## config.mk

```make
export PLATFORM = sky130hd
export DESIGN_NAME = modular_exponentiation_unit
export DESIGN_NICKNAME = d
export VERILOG_FILES = /design/src/rtl/core/mexp_pkg.sv /design/src/rtl/core/mexp_cell.sv /design/src/rtl/core/mexp_chain.sv /design/src/rtl/core/mexp_ctrl.sv /design/src/rtl/core/modular_exponentiation_unit.sv
export SDC_FILE = /design/constraint.sdc
export NUM_CORES = 2
export LEC_CHECK = 0
export ABC_CLOCK_PERIOD_IN_PS = 12550
export BUFFER_PORTS_ARGS = -buffer_cell sky130_fd_sc_hd__buf_4
export CORE_UTILIZATION = 52
export DETAILED_ROUTE_END_ITERATION = 8
export PLACE_DENSITY = 0.7
export SLEW_MARGIN = 20
export SYNTH_ARGS = -nofsm -noshare
export SYNTH_HDL_FRONTEND = slang
export SYNTH_HIERARCHICAL = 1
export SYNTH_SLANG_ARGS = --single-unit
```

## constraint.sdc

```tcl
create_clock -name clk_i -period 12.55 [get_ports clk_i]
set_clock_uncertainty 0.1 [all_clocks]
set_input_delay 0 -clock clk_i [delete_from_list [all_inputs] [get_ports clk_i]]
set_output_delay 0 -clock clk_i [all_outputs]
set_load 0.005 [all_outputs]
```

## src/rtl/core/mexp_pkg.sv

```systemverilog
`default_nettype none

package mexp_pkg;

  // Field widths
  localparam int ResBits  = 30;
  localparam int ExpBits  = 63;
  localparam int InBytes  = (ResBits + ExpBits + 7) / 8;
  localparam int OutBytes = (ResBits + 7) / 8;

  // Prime modulus
  localparam logic [ResBits-1:0] Prime = 30'd1000000007;

  // Multiplier digit slicing: one digit of the multiplier per cell
  localparam int DigitBits = 6;
  localparam int NumCells  = ResBits / DigitBits;

  // Partial sum inside a cell: acc * 2^DigitBits + digit * a < 2^(ResBits+DigitBits+1)
  localparam int SumBits  = ResBits + DigitBits + 1;
  // Quotient estimate from the top bits of the partial sum
  localparam int QShift   = ResBits - 1;
  localparam int TopBits  = SumBits - QShift;
  localparam int QBits    = DigitBits + 1;
  localparam int QEntries = 1 << TopBits;

  // Round counter
  localparam int RoundBits = (ExpBits > 1) ? $clog2(ExpBits) : 1;

  typedef logic [QBits-1:0] qtbl_t [QEntries];

  // floor(t * 2^QShift / Prime): never above the true quotient, at most one below
  function automatic qtbl_t build_qtbl();
    qtbl_t tbl;
    for (int i = 0; i < QEntries; i++) begin
      tbl[i] = QBits'((64'(i) << QShift) / 64'(Prime));
    end
    return tbl;
  endfunction

  localparam qtbl_t QTbl = build_qtbl();

  // Kind of product in flight
  typedef enum logic {
    TAG_SQ,
    TAG_ACC
  } tag_e;

  // Controller states
  typedef enum logic [2:0] {
    ST_IDLE,
    ST_SQ,
    ST_MUL,
    ST_WAIT,
    ST_DONE
  } state_e;

  // Product request into the chain
  typedef struct packed {
    logic               valid;
    tag_e               tag;
    logic [ResBits-1:0] a;
    logic [ResBits-1:0] b;
  } op_t;

  // Data handed from cell to cell
  typedef struct packed {
    logic               valid;
    tag_e               tag;
    logic [ResBits-1:0] acc;
    logic [ResBits-1:0] a;
    logic [ResBits-1:0] b;
  } stage_t;

  // Finished product out of the chain
  typedef struct packed {
    logic               valid;
    tag_e               tag;
    logic [ResBits-1:0] value;
  } res_t;

endpackage

`default_nettype wire

```

## src/rtl/core/mexp_cell.sv

```systemverilog
`default_nettype none

module mexp_cell (
  input  wire logic            clk_i,
  input  wire logic            rst_ni,
  input  wire mexp_pkg::stage_t stage_i,
  output mexp_pkg::stage_t     stage_o
);

  logic [mexp_pkg::DigitBits-1:0] digit;
  logic [mexp_pkg::SumBits-2:0]   prod;
  logic [mexp_pkg::SumBits-1:0]   sum;
  logic [mexp_pkg::TopBits-1:0]   top;
  logic [mexp_pkg::QBits-1:0]     qest;
  logic [mexp_pkg::SumBits-1:0]   qp;
  logic [mexp_pkg::ResBits:0]     rem;
  logic [mexp_pkg::ResBits-1:0]   acc_d;

  logic                           valid_q;
  mexp_pkg::tag_e                 tag_q;
  logic [mexp_pkg::ResBits-1:0]   acc_q;
  logic [mexp_pkg::ResBits-1:0]   a_q;
  logic [mexp_pkg::ResBits-1:0]   b_q;

  // acc * 2^d + digit * a, then reduce by table quotient and one correction
  always_comb begin
    digit = stage_i.b[mexp_pkg::ResBits-1 -: mexp_pkg::DigitBits];
    prod  = digit * stage_i.a;
    sum   = {1'b0, stage_i.acc, {mexp_pkg::DigitBits{1'b0}}}
          + {1'b0, prod};
    top   = sum[mexp_pkg::SumBits-1:mexp_pkg::QShift];
    qest  = mexp_pkg::QTbl[top];
    qp    = mexp_pkg::SumBits'(qest) * mexp_pkg::SumBits'(mexp_pkg::Prime);
    rem   = (mexp_pkg::ResBits+1)'(sum - qp);
    if (rem >= {1'b0, mexp_pkg::Prime}) begin
      acc_d = mexp_pkg::ResBits'(rem - {1'b0, mexp_pkg::Prime});
    end else begin
      acc_d = rem[mexp_pkg::ResBits-1:0];
    end
  end

  // Valid bit
  always_ff @(posedge clk_i or negedge rst_ni) begin
    if (!rst_ni) begin
      valid_q <= 1'b0;
    end else begin
      valid_q <= stage_i.valid;
    end
  end

  // Payload handed to the next cell
  always_ff @(posedge clk_i) begin
    tag_q <= stage_i.tag;
    acc_q <= acc_d;
    a_q   <= stage_i.a;
    b_q   <= stage_i.b << mexp_pkg::DigitBits;
  end

  always_comb begin
    stage_o.valid = valid_q;
    stage_o.tag   = tag_q;
    stage_o.acc   = acc_q;
    stage_o.a     = a_q;
    stage_o.b     = b_q;
  end

endmodule

`default_nettype wire

```

## src/rtl/core/mexp_chain.sv

```systemverilog
`default_nettype none

module mexp_chain (
  input  wire logic         clk_i,
  input  wire logic         rst_ni,
  input  wire mexp_pkg::op_t op_i,
  output mexp_pkg::res_t    res_o
);

  mexp_pkg::stage_t links [mexp_pkg::NumCells+1];

  // Chain head: partial product starts at zero
  always_comb begin
    links[0].valid = op_i.valid;
    links[0].tag   = op_i.tag;
    links[0].acc   = '0;
    links[0].a     = op_i.a;
    links[0].b     = op_i.b;
  end

  // One cell per multiplier digit, most significant digit first
  for (genvar k = 0; k < mexp_pkg::NumCells; k++) begin : g_cell
    mexp_cell u_cell (
      .clk_i   (clk_i),
      .rst_ni  (rst_ni),
      .stage_i (links[k]),
      .stage_o (links[k+1])
    );
  end

  // Chain tail
  always_comb begin
    res_o.valid = links[mexp_pkg::NumCells].valid;
    res_o.tag   = links[mexp_pkg::NumCells].tag;
    res_o.value = links[mexp_pkg::NumCells].acc;
  end

endmodule

`default_nettype wire

```

## src/rtl/core/mexp_ctrl.sv

```systemverilog
`default_nettype none

module mexp_ctrl (
  input  wire logic                          clk_i,
  input  wire logic                          rst_ni,
  input  wire logic                          in_valid_i,
  output logic                               in_ready_o,
  input  wire logic [mexp_pkg::ResBits-1:0]  base_i,
  input  wire logic [mexp_pkg::ExpBits-1:0]  exponent_i,
  output logic                               out_valid_o,
  input  wire logic                          out_ready_i,
  output logic [mexp_pkg::ResBits-1:0]       power_residue_o,
  output mexp_pkg::op_t                      op_o,
  input  wire mexp_pkg::res_t                res_i
);

  mexp_pkg::state_e state_q, state_d;

  logic [mexp_pkg::ResBits-1:0]   sq_q;
  logic [mexp_pkg::ResBits-1:0]   acc_q;
  logic [mexp_pkg::ExpBits-1:0]   exp_q;
  logic [mexp_pkg::RoundBits-1:0] round_q;
  logic                           out_valid_q;
  logic [mexp_pkg::ResBits-1:0]   out_data_q;

  logic                           in_fire;
  logic                           out_load;
  logic                           round_end;
  logic                           last_round;
  logic [mexp_pkg::ResBits-1:0]   base_red;

  assign in_fire    = in_valid_i && in_ready_o;
  assign round_end  = res_i.valid && (res_i.tag == mexp_pkg::TAG_ACC);
  assign last_round = (round_q == mexp_pkg::RoundBits'(mexp_pkg::ExpBits - 1));

  // Base below 2^30 is under twice the prime: one subtract reduces it
  assign base_red = (base_i >= mexp_pkg::Prime) ? (base_i - mexp_pkg::Prime) : base_i;

  // Next state
  always_comb begin
    state_d = state_q;
    unique case (state_q)
      mexp_pkg::ST_IDLE: begin
        if (in_valid_i) state_d = mexp_pkg::ST_SQ;
      end
      mexp_pkg::ST_SQ: begin
        state_d = mexp_pkg::ST_MUL;
      end
      mexp_pkg::ST_MUL: begin
        state_d = mexp_pkg::ST_WAIT;
      end
      mexp_pkg::ST_WAIT: begin
        if (round_end) begin
          state_d = last_round ? mexp_pkg::ST_DONE : mexp_pkg::ST_SQ;
        end
      end
      mexp_pkg::ST_DONE: begin
        if (!out_valid_q || out_ready_i) state_d = mexp_pkg::ST_IDLE;
      end
      default: state_d = mexp_pkg::ST_IDLE;
    endcase
  end

  // Outputs: handshake and product requests
  always_comb begin
    in_ready_o = 1'b0;
    out_load   = 1'b0;
    op_o.valid = 1'b0;
    op_o.tag   = mexp_pkg::TAG_SQ;
    op_o.a     = sq_q;
    op_o.b     = sq_q;
    unique case (state_q)
      mexp_pkg::ST_IDLE: begin
        in_ready_o = 1'b1;
      end
      mexp_pkg::ST_SQ: begin
        op_o.valid = 1'b1;
      end
      mexp_pkg::ST_MUL: begin
        // Multiply by one keeps the accumulator when the bit is clear
        op_o.valid = 1'b1;
        op_o.tag   = mexp_pkg::TAG_ACC;
        op_o.a     = acc_q;
        op_o.b     = exp_q[0] ? sq_q : mexp_pkg::ResBits'(1);
      end
      mexp_pkg::ST_WAIT: begin
      end
      mexp_pkg::ST_DONE: begin
        out_load = !out_valid_q || out_ready_i;
      end
      default: begin
      end
    endcase
  end

  // Control registers
  always_ff @(posedge clk_i or negedge rst_ni) begin
    if (!rst_ni) begin
      state_q     <= mexp_pkg::ST_IDLE;
      round_q     <= '0;
      out_valid_q <= 1'b0;
    end else begin
      state_q <= state_d;
      if (in_fire) begin
        round_q <= '0;
      end else if (state_q == mexp_pkg::ST_WAIT && round_end && !last_round) begin
        round_q <= round_q + mexp_pkg::RoundBits'(1);
      end
      if (out_load) begin
        out_valid_q <= 1'b1;
      end else if (out_ready_i) begin
        out_valid_q <= 1'b0;
      end
    end
  end

  // Working values: square, accumulator, exponent bits
  always_ff @(posedge clk_i) begin
    if (in_fire) begin
      sq_q  <= base_red;
      acc_q <= mexp_pkg::ResBits'(1);
      exp_q <= exponent_i;
    end else begin
      if (res_i.valid && res_i.tag == mexp_pkg::TAG_SQ) begin
        sq_q <= res_i.value;
      end
      if (round_end) begin
        acc_q <= res_i.value;
        exp_q <= exp_q >> 1;
      end
    end
    if (out_load) begin
      out_data_q <= acc_q;
    end
  end

  assign out_valid_o     = out_valid_q;
  assign power_residue_o = out_data_q;

endmodule

`default_nettype wire

```

## src/rtl/core/modular_exponentiation_unit.sv

```systemverilog
// Modular exponentiation modulo the prime 1000000007. Each input transaction
// carries a base and an exponent; one output transaction returns
// base^exponent mod 1000000007, with a base at or above the prime reduced
// first and an exponent of zero giving 1. Exponent bits are scanned from the
// least significant end, one square-and-multiply round per bit. Both
// products of a round go through a five-cell multiplier chain, one 6-bit
// digit of the multiplier per cell with the modular reduction done inside
// each cell; the next round starts only when the accumulator product of the
// round has left the chain. One item is worked on at a time. The finished
// result sits in an output register, so the next item is accepted while it
// waits to be taken.

`default_nettype none

module modular_exponentiation_unit (
  input  wire logic                               clk_i,
  input  wire logic                               rst_ni,
  // s_axis_tdata_i: [29:0] base, [92:30] exponent, [95:93] zero
  input  wire logic                               s_axis_tvalid_i,
  output logic                                    s_axis_tready_o,
  input  wire logic [mexp_pkg::InBytes*8-1:0]     s_axis_tdata_i,
  // m_axis_tdata_o: [29:0] power_residue, [31:30] zero
  output logic                                    m_axis_tvalid_o,
  input  wire logic                               m_axis_tready_i,
  output logic [mexp_pkg::OutBytes*8-1:0]         m_axis_tdata_o
);

  mexp_pkg::op_t                op;
  mexp_pkg::res_t               res;
  logic [mexp_pkg::ResBits-1:0] power_residue;

  // Sequencer with the working registers and output register
  mexp_ctrl u_ctrl (
    .clk_i           (clk_i),
    .rst_ni          (rst_ni),
    .in_valid_i      (s_axis_tvalid_i),
    .in_ready_o      (s_axis_tready_o),
    .base_i          (s_axis_tdata_i[mexp_pkg::ResBits-1:0]),
    .exponent_i      (s_axis_tdata_i[mexp_pkg::ResBits +: mexp_pkg::ExpBits]),
    .out_valid_o     (m_axis_tvalid_o),
    .out_ready_i     (m_axis_tready_i),
    .power_residue_o (power_residue),
    .op_o            (op),
    .res_i           (res)
  );

  // Modular multiplier as a chain of digit cells
  mexp_chain u_chain (
    .clk_i  (clk_i),
    .rst_ni (rst_ni),
    .op_i   (op),
    .res_o  (res)
  );

  assign m_axis_tdata_o = (mexp_pkg::OutBytes*8)'(power_residue);

endmodule

`default_nettype wire
```

==> qor.csv <==
metric,value,unit
status,finished clean,
Setup crit start kind,flop,
crit path from,u_ctrl/state_q[0]$_DFFE_PN0P_,
"most used cell, CP",fa_1,
Starting Density,52.61,%
largest net degree at the start of global routing,71,
Final HPWL DP,194100,um
drt wl/cell,19.96,um
top sig layer,met5,
Setup Viol. Count Final,0,
Met1 Wirelength,100300,um
CTS tree,done,
WL final,247000,um
Clock Path Buffers,3,
CTS Sinks,503,
first-pass GRT wire length,389200,um
row cnt,144,
Pins Over Slew Limit,0,
post-route ant nets,0,
final worst-path cycle share,97.83,%
placed cell area,89280,sq um
reg-to-reg startpoint,u_ctrl/state_q[0]$_DFFE_PN0P_,
overall routing resource usage,30.63,%
DR iter-0 viols,5404,
Placer Congestion,1.027,
Final Hold Viols,0,
P&R area growth vs syn,17.15,%
CP max stage cell,fa_1,
# H-tree levels,2,
CTS Root Cell,clkbuf_16,
Worst-Margin Slew,1.086,ns
WP data arrival,12.77,ns
Worst Hold Launch,s_axis_tdata_i[60],
Top Ports,134,
CP peak stage delay,0.58,ns
syn_area_per_cell,8.642,sq um
min Tclk post-route,12.28,ns
vias in the first global route,72180,
Min-Delay Path Class,in2reg,
vias per cell,5.758,
kind of critical path,reg2reg,
die width,397.7,um
Netlist Area Pre-Place,81420,sq um
Bufs and invs on worst path,12,
via count,71230,
fmax,0.08145,GHz
Num CTS Buffers,57,
post-route DRC violation count,0,
Detail Route met2 WL,114800,um
clk_lat worst skew,0.72,ns
initial antenna violation count,20,
full die area,158200,sq um
Core Area,154800,sq um
share of cells above drive strength 1,15.03,%
Worst EP required,13.04,ns
YS warnings,6,
grt total ovfl,0,
Die Span Y,397.7,um
Hold WS,0.05064,ns
R2R Setup Slk,0.27,ns
worst relative slew slack,27.57,%
PortBufs,128,
TritonRoute pass-1 iters,6,
Finished Cell Area,95390,sq um
cell family with most CP delay,adder cells,
sum of negative setup slack,0,ns
Post-Synthesis Cells,9422,
Final Net Count,12110,
CP Capture Type,flop,
clk slew on worst S/H paths,0.07,ns
met3 routed WL,19220,um
"Max FO, Critical Path",7,
# Max-Cap Violations,0,
per-layer routing:
metal  GRT usage, %  up-vias
met5         0.4843        -
met4          13.53        6
met3          5.249      621
met2          50.07     2737
met1          39.68    34940
li1               -    32930
sequential cells by signal, summed over array words and instances (netlist names), 6 cells and up:
signal / flops
u_ctrl/sq_q: 30
u_ctrl/round_q: 6
u_chain/g_cell.u_cell/acc_q: 150
u_ctrl/exp_q: 63
u_chain/g_cell.u_cell/b_q: 60
u_ctrl/power_residue_o: 30
u_chain/g_cell.u_cell/a_q: 120
u_ctrl/acc_q: 30
layout by cell type, fill, tap and decap left out, drive strengths merged, types with 122 or more instances in the layout:
cell,instances
edfxtp,123
a21oi,491
o211ai,122
buf,942
inv,1448
nor2,380
nand2,848
fa,985
nand3,155
dfxtp,365
xnor2,284
xor2,198
nor3,139
o21ai,363
a21o,148
ha,756
dlygate4sd3,207
and2,838
worst register-to-register path: cells and delay by family (launching register included):
family | cells | cell delay, ns
xor+xnor | 2 | 0.43
flops | 1 | 0.42
buf+inv | 12 | 1.36
simple gates | 10 | 2.13
compound gates | 14 | 2.66
fa+ha+maj | 12 | 5.00
mux | 1 | 0.07
area by class of cell:
type / instances / area (sq um)
repair buffers: 1154 / 9589
inverters: 1441 / 5423
well taps: 2044 / 2557
clock buffers: 73 / 1609
diodes: 13 / 32.53
fillers: 13020 / 59380
flip-flops and latches: 503 / 11450
clock inverters: 35 / 485.5
multi-input cells: 7109 / 64240
worst paths after layout:
check,end,cells past startpoint
min in group asynchronous,u_chain/g_cell[1].u_cell/valid_q$_DFF_PN0_,3
worst max-delay path,u_chain/g_cell[0].u_cell/acc_q[26]$_DFF_P_,51
max in group asynchronous,u_ctrl/round_q[4]$_DFFE_PN0P_,3
worst max register to register,u_chain/g_cell[0].u_cell/acc_q[26]$_DFF_P_,51
worst min register to register,u_chain/g_cell[3].u_cell/b_q[25]$_DFF_P_,0
worst min-delay path,u_ctrl/exp_q[30]$_DFFE_PP_,4
stage by stage:
step	setup WS (ns)	util [%]	std cells
after floorplan	0.0002611	-	9452
after global placement	0.07028	57.69	11990
after detailed placement	-0.02740	57.69	11990
after CTS	0.02416	60.40	12310
after global routing	-0.09446	61.62	12370
final	0.2722	61.63	12370
what timing repair did:
| action | in CTS | in global routing |
|---|---|---|
| buffers inserted | 1 | 41 |
| endpoints found under the hold margin | 117 | 0 |
| hold buffers | 207 | 0 |
| gates cloned | 0 | 9 |
| gates resized for setup | 4 | 332 |
| setup endpoints to repair | 9 | 149 |
| pin swaps | 1 | 102 |
Power is not shown: default switching activity piles up to over one toggle a cycle in this logic, so the estimate is an artifact.
